### config.mk
export PLATFORM = sky130hd
export DESIGN_NAME = spkp_exp
export DESIGN_NICKNAME = d
export VERILOG_FILES = /design/src/rtl/spkp_pkg.sv /design/src/rtl/spkp_exp.sv
export SDC_FILE = /design/constraint.sdc
export NUM_CORES = 2
export LEC_CHECK = 0
export ABC_AREA = 0
export BUFFER_PORTS_ARGS = -buffer_cell sky130_fd_sc_hd__buf_2
export CORE_ASPECT_RATIO = 1.5
export CORE_MARGIN = 2
export CORE_UTILIZATION = 58
export CTS_BUF_LIST = sky130_fd_sc_hd__clkbuf_4 sky130_fd_sc_hd__clkbuf_8 sky130_fd_sc_hd__clkbuf_16
export CTS_CLUSTER_DIAMETER = 150
export DETAILED_ROUTE_END_ITERATION = 6
export HOLD_SLACK_MARGIN = 0.08
export PLACE_DENSITY = 0.74
export SKIP_LAST_GASP = 1
export SLEW_MARGIN = 20
export SYNTH_ARGS = -nofsm -noshare
export SYNTH_HDL_FRONTEND = slang
export SYNTH_SLANG_ARGS = --single-unit
### constraint.sdc
create_clock -name clk -period 21.2 [get_ports clk]
set_clock_uncertainty 0.05 [all_clocks]
set_input_delay 4.24 -clock clk [delete_from_list [all_inputs] [get_ports clk]]
set_output_delay 4.24 -clock clk [all_outputs]
set_load 0.1 [all_outputs]
### src/rtl/spkp_pkg.sv
// Package for the sodium-potassium pump current block.
// Holds the Q16.16 working type, the saturating add and multiply, the exp table
// and the register and status codes. Depends on nothing.
package spkp_pkg;

	typedef logic signed [31:0] fx_t;

	typedef struct packed {
		logic sat;
		fx_t  val;
	} fx_res_t;

	localparam fx_t FX_LIM = 32'sh7FFF_FFFF;
	localparam fx_t FX_ONE = 32'sd65536;
	localparam logic [16:0] FX_LOG2E = 17'd94548;

	localparam logic [16:0] POW2_FRAC [16] = '{
		17'd92682, 17'd77935, 17'd71468, 17'd68438, 17'd66971, 17'd66250, 17'd65892, 17'd65714,
		17'd65625, 17'd65580, 17'd65558, 17'd65547, 17'd65542, 17'd65539, 17'd65537, 17'd65537
	};

	localparam logic [15:0] THERMAL_VOLTAGE_RST = 16'd6838;
	localparam logic [15:0] PUMP_MAX_CURRENT_RST = 16'd6144;
	localparam logic [15:0] POTASSIUM_HALF_SAT_RST = 16'd384;
	localparam logic [15:0] SODIUM_HALF_SAT_RST = 16'd2560;

	typedef enum logic [2:0] {
		REG_THERMAL_VOLTAGE    = 3'd0,
		REG_PUMP_MAX_CURRENT   = 3'd1,
		REG_POTASSIUM_HALF_SAT = 3'd2,
		REG_SODIUM_HALF_SAT    = 3'd3,
		REG_SIGMA_COEFF        = 3'd4,
		REG_RATE_COEFF_LOW     = 3'd5,
		REG_RATE_COEFF_HIGH    = 3'd6
	} reg_index_t;

	localparam logic [1:0] ST_OK   = 2'd0;
	localparam logic [1:0] ST_SAT  = 2'd1;
	localparam logic [1:0] ST_ZERO = 2'd2;

	function automatic logic [31:0] fx_mag(fx_t a);
		return a[31] ? 32'(-a) : 32'(a);
	endfunction

	function automatic fx_t q88_s(logic [15:0] f);
		return {{8{f[15]}}, f, 8'd0};
	endfunction

	function automatic fx_t q88_u(logic [15:0] f);
		return {8'd0, f, 8'd0};
	endfunction

	function automatic fx_t q412_s(logic [15:0] f);
		return {{12{f[15]}}, f, 4'd0};
	endfunction

	function automatic fx_t q412_u(logic [15:0] f);
		return {12'd0, f, 4'd0};
	endfunction

	function automatic fx_res_t fx_add(fx_t a, fx_t b);
		logic signed [32:0] s;
		fx_res_t r;
		s = {a[31], a} + {b[31], b};
		if (s > 33'sd2147483647) begin
			r = '{1'b1, FX_LIM};
		end else if (s < -33'sd2147483647) begin
			r = '{1'b1, -FX_LIM};
		end else begin
			r = '{1'b0, s[31:0]};
		end
		return r;
	endfunction

	function automatic fx_res_t fx_mul(fx_t a, fx_t b);
		logic [63:0] p;
		logic [47:0] pm;
		logic neg;
		fx_res_t r;
		p = 64'(fx_mag(a)) * 64'(fx_mag(b));
		pm = p[63:16];
		neg = a[31] ^ b[31];
		if (pm > 48'd2147483647) begin
			r = '{1'b1, neg ? -FX_LIM : FX_LIM};
		end else begin
			r = '{1'b0, neg ? 32'(-pm[31:0]) : pm[31:0]};
		end
		return r;
	endfunction

endpackage

### src/rtl/spkp_exp.sv
// Pipelined Q16.16 exp: base-two range reduction and a product of table
// entries, one table multiply per stage. Depends on spkp_pkg.
module spkp_exp import spkp_pkg::*; #(
	parameter int SW = 1
) (
	input  logic          clk,
	input  logic          arst_n,
	input  logic          en,
	input  logic          vld_i,
	input  fx_t           x,
	input  logic [SW-1:0] side_i,
	output logic          vld_o,
	output fx_t           y,
	output logic          sat,
	output logic [SW-1:0] side_o
);

	localparam int TERMS = 16;

	logic               vld_t_q;
	logic signed [33:0] t_q;
	logic [SW-1:0]      side_t_q;

	logic [48:0] tp;
	logic [32:0] tm;

	assign tp = 49'(fx_mag(x)) * 49'(FX_LOG2E);
	assign tm = tp[48:16];

	always_ff @(posedge clk or negedge arst_n) begin
		if (!arst_n) begin
			vld_t_q <= 1'b0;
		end else if (en) begin
			vld_t_q <= vld_i;
		end
	end

	always_ff @(posedge clk) begin
		if (en) begin
			t_q      <= x[31] ? -$signed({1'b0, tm}) : $signed({1'b0, tm});
			side_t_q <= side_i;
		end
	end

	logic              vld_s  [0:TERMS];
	logic [16:0]       m_s    [0:TERMS];
	logic [15:0]       f_s    [0:TERMS];
	logic signed [6:0] k_s    [0:TERMS];
	logic              big_s  [0:TERMS];
	logic              tiny_s [0:TERMS];
	logic [SW-1:0]     side_s [0:TERMS];

	always_ff @(posedge clk or negedge arst_n) begin
		if (!arst_n) begin
			vld_s[0] <= 1'b0;
		end else if (en) begin
			vld_s[0] <= vld_t_q;
		end
	end

	always_ff @(posedge clk) begin
		if (en) begin
			m_s[0]    <= 17'd65536;
			f_s[0]    <= t_q[15:0];
			k_s[0]    <= t_q[22:16];
			big_s[0]  <= (t_q >= 34'sd983040);
			tiny_s[0] <= (t_q < -34'sd2621440);
			side_s[0] <= side_t_q;
		end
	end

	for (genvar j = 1; j <= TERMS; j++) begin : g_term
		logic [33:0] prod;

		assign prod = 34'(m_s[j-1]) * 34'(POW2_FRAC[j-1]);

		always_ff @(posedge clk or negedge arst_n) begin
			if (!arst_n) begin
				vld_s[j] <= 1'b0;
			end else if (en) begin
				vld_s[j] <= vld_s[j-1];
			end
		end

		always_ff @(posedge clk) begin
			if (en) begin
				m_s[j]    <= f_s[j-1][TERMS-j] ? prod[32:16] : m_s[j-1];
				f_s[j]    <= f_s[j-1];
				k_s[j]    <= k_s[j-1];
				big_s[j]  <= big_s[j-1];
				tiny_s[j] <= tiny_s[j-1];
				side_s[j] <= side_s[j-1];
			end
		end
	end

	logic          vld_o_q;
	fx_t           y_q;
	logic          sat_q;
	logic [SW-1:0] side_o_q;
	fx_t           y_d;
	logic [6:0]    nk;

	assign nk = 7'(-k_s[TERMS]);

	always_comb begin
		if (big_s[TERMS]) begin
			y_d = FX_LIM;
		end else if (tiny_s[TERMS]) begin
			y_d = '0;
		end else if (!k_s[TERMS][6]) begin
			y_d = fx_t'(32'(m_s[TERMS]) << k_s[TERMS][3:0]);
		end else begin
			y_d = fx_t'(32'(m_s[TERMS]) >> nk[5:0]);
		end
	end

	always_ff @(posedge clk or negedge arst_n) begin
		if (!arst_n) begin
			vld_o_q <= 1'b0;
		end else if (en) begin
			vld_o_q <= vld_s[TERMS];
		end
	end

	always_ff @(posedge clk) begin
		if (en) begin
			y_q      <= y_d;
			sat_q    <= big_s[TERMS];
			side_o_q <= side_s[TERMS];
		end
	end

	assign vld_o  = vld_o_q;
	assign y      = y_q;
	assign sat    = sat_q;
	assign side_o = side_o_q;

endmodule

==> impl_results.md <==
- Slowest stage delay, CP: 670 ps
- CTS tree: yes
- Reg2Reg Depth: 24
- Area of the multi-input gates: ~0.041 mm²
- Worst slew pin tran: roughly 1000 ps
- Ys flop type: edfxtp_1
- Sequential Area: 0.0191 mm²
- Critical path depth: 28
- Total gr overflow: 0
- Reg2reg end: m_s[3][15]$_DFFE_PP_
- Layout cells sized above 1: 5.76%
- EDFF count, synth: just over 600
- Cells after Synth: between 5k and 6k
- FILL cells: ~9.0k
- Vias in the first global route: 43.6k
- Gpl congestion: roughly 0.92
- WP data required: 21540 ps
- Worst-skew pair later-pin latency: 640 ps
- # rows: 151
- Hold_buf cts: 0
- Avg WL per Cell: 17.8 µm
- Detailed router's first-iteration violation count: roughly 1.4k
- Vias/cell: 5.47
- Hold Violations, Final: 0
- Initial antenna violation count: 2
- All-Layer GR Usage: between 20% and 30%
- Post-DP HPWL: between 100 and 150 mm
- Die ar.: approximately 0.12 mm²
- Top cells by count, synth: ha_1 (1398), inv_1 (1350), edfxtp_1 (620)
- Final net count: roughly 8k
- Antenna viol nets, final: 0
- Startpoint type of the worst setup path: input pin
- Max Slew Vio Count: 0
- Post-Route WL: between 100 and 150 mm
- Largest net degree at the start of global routing: around 130
- Root Driver: clkbuf_16
- Register clock-pin slew on the reported worst setup and hold paths: around 60 ps
- Arr. time, crit path: 13340 ps
- Core area: roughly 0.11 mm²
- Die height: between 400 and 500 µm
- DRC viols: 0
- Final Cycle Share: between 60% and 70%
- Cell taking the most area after synthesis: edfxtp_1
- Register area share after synthesis: a little under 30%
- Buffers & Inverters on Critical Path: 3
- Minimum clock period: roughly 13000 ps
- Library cells used by synthesis: between 80 and 90
- Num Clock Sinks: 639
- Setup CP Type: input pin to register
- Crit path max fanout: 10
- Port bufs: 71
- Post-synth ARST share: around 3.0%
- Post_cts resized: 0
- Max-slew headroom: 29.7%
- Endpoints failing setup: 0
- Fmax: around 77 MHz
- CTS Buf Count: slightly below 60
- Initial Utilization: 58.3%
- 1st-pass router iterations: 5
- Worst reg2reg setup slack: approximately 14000 ps
- Largest cells by area after synthesis: edfxtp_1 (28%), ha_1 (27%), fa_1 (17%)
- Delay-heaviest family, CP: simple AND/OR/NAND/NOR gates
- Vias: about 41k
- Max clock buf depth: 3
- Fin Setup TNS: 0 ps
- Yosys top cell area share: 28.4%
- Critical Path Slowest Stage Cell: a2111oi_0
- Critical R2R Launch: m_s[2][15]$_SDFFCE_PN0P_
- Mapped Area: 0.0657 mm²
- Most frequent cell after synthesis: ha_1
- CP endpoint kind: register
- CP startpoint: x[8]
- Setup bufs post-CTS: 0
- End of the critical path: t_q[29]$_DFFE_PP_
- # IOs: just over 70
- Syn Area/Cell: around 11 µm²
- Maxcap violations: 0
- P&R area growth vs syn: 6.29%
- CP dominant cell by count: fa_1
- Yosys Warn Count: 0
- Yosys reg bits: 639
- First-pass GRT wire length: around 220 mm
- Worst min-delay path category: register to register
- RSZ-0062 raised after global routing: false
- H-tree lvl count: 2
- Status: completed
- Die W: approximately 280 µm
[layout make-up]
class	count	area share, %
Antenna cell	2	0.00717
Clock buffer	70	2.29
Clock inverter	39	0.690
Inverter	1351	7.27
Multi-Input combinational cell	3804	59.1
Sequential cell	639	27.4
Tap cell	1453	2.60
Timing Repair Buffer	86	0.708
[kinds of logic after synthesis]
family	count (synthesis)	synth area share, %
adders and majority gates	1965	43.9
buffers and inverters	1422	8.14
and+or+nand+nor	706	5.26
AOI/OAI and AO/OA	655	6.59
DFF	639	29.1
xor gates and xnor gates	331	4.41
muxes	144	2.59
other	1	0.00571
[worst reg2reg max path: cells and delay by family (launching register included)]
kind            cells  cell delay [ps]
xor+xnor            1              160
compound gates      8             2010
buf+inv             6              830
fa+ha+maj           7             3100
simple gates        2              310
flops               1              900
[state kept, by name, indices dropped and copies added, names as in the netlist, 17 cells and up]
name and cells:
tiny_s 17, y 32, m_s 245, t_q 34
k_s 119, side_s 17, vld_s 17, big_s 17
f_s 136
[per-stage QoR]
| stage | hold slack [ps] | cells | setup WS (ps) | util, % | area, µm² |
|---|---|---|---|---|---|
| 2_1_floorplan | 350 | 5865 | 8300 | - | 65700 |
| 5_1_grt | 338 | 7444 | 7590 | 62.0 | 69800 |
| 3_5_place_dp | 355 | 7333 | 7520 | 60.1 | 67700 |
| 4_1_cts | 336 | 7442 | 8200 | 62.0 | 69800 |
| 3_3_place_gp | 350 | 7333 | 7660 | 60.1 | 67700 |
| 6_report | 334 | 7444 | 8210 | 62.0 | 69800 |
[cells in the final DEF (no fill, tap or decap), types with 12 or more instances in the layout]
cell type | Yosys | final
a211oi_1 | 22 | 22
a21o_1 | 95 | 95
a21oi_1 | 165 | 165
a31oi_1 | 27 | 27
and2_1 | 25 | 25
and3_1 | 29 | 29
buf_2 | 1 | 70
buf_4 | 0 | 13
clkbuf_16 | 0 | 60
dfrtp_1 | 19 | 19
edfxtp_1 | 620 | 620
fa_1 | 567 | 567
ha_1 | 1398 | 1398
inv_1 | 1350 | 1350
mux2_2 | 99 | 99
mux2i_1 | 34 | 34
nand2_1 | 186 | 186
nand2b_1 | 20 | 20
nand3_1 | 82 | 82
nand4_1 | 43 | 43
nor2_1 | 178 | 178
nor2b_1 | 33 | 33
nor3_1 | 37 | 37
o211ai_1 | 12 | 12
o21a_1 | 25 | 25
o21ai_0 | 135 | 135
o21bai_1 | 44 | 44
o31ai_1 | 27 | 27
or2_2 | 13 | 13
or3_1 | 17 | 17
xnor2_1 | 229 | 229
xor2_1 | 102 | 102
[worst min path at each step]
stage / startpoint / endpoint / cells past startpoint
6_report: k_s[0][67]$_DFFE_PP_ / k_s[0][74]$_DFFE_PP_ / 0
5_1_grt: k_s[0][67]$_DFFE_PP_ / k_s[0][74]$_DFFE_PP_ / 0
4_1_cts: tiny_s[2][1]$_DFFE_PP_ / tiny_s[2][2]$_DFFE_PP_ / 0
3_5_place_dp: big_s[0][9]$_DFFE_PP_ / big_s[0][10]$_DFFE_PP_ / 0
3_3_place_gp: k_s[0][107]$_DFFE_PP_ / k_s[0][114]$_DFFE_PP_ / 0
2_1_floorplan: big_s[0][9]$_DFFE_PP_ / big_s[0][10]$_DFFE_PP_ / 0
[per-layer routing]
metal | up-vias | GRT usage (%) | share of wire (%)
met1 | 19900 | 24.4 | 36
li1 | 19800 | - | -
met2 | 620 | 46.7 | 56
met5 | - | 0 | 0
met3 | 326 | 1.68 | 2.2
met4 | 0 | 11.9 | 5.8
Power is not shown: default switching activity piles up to over one toggle a cycle in this logic, so the estimate is an artifact.
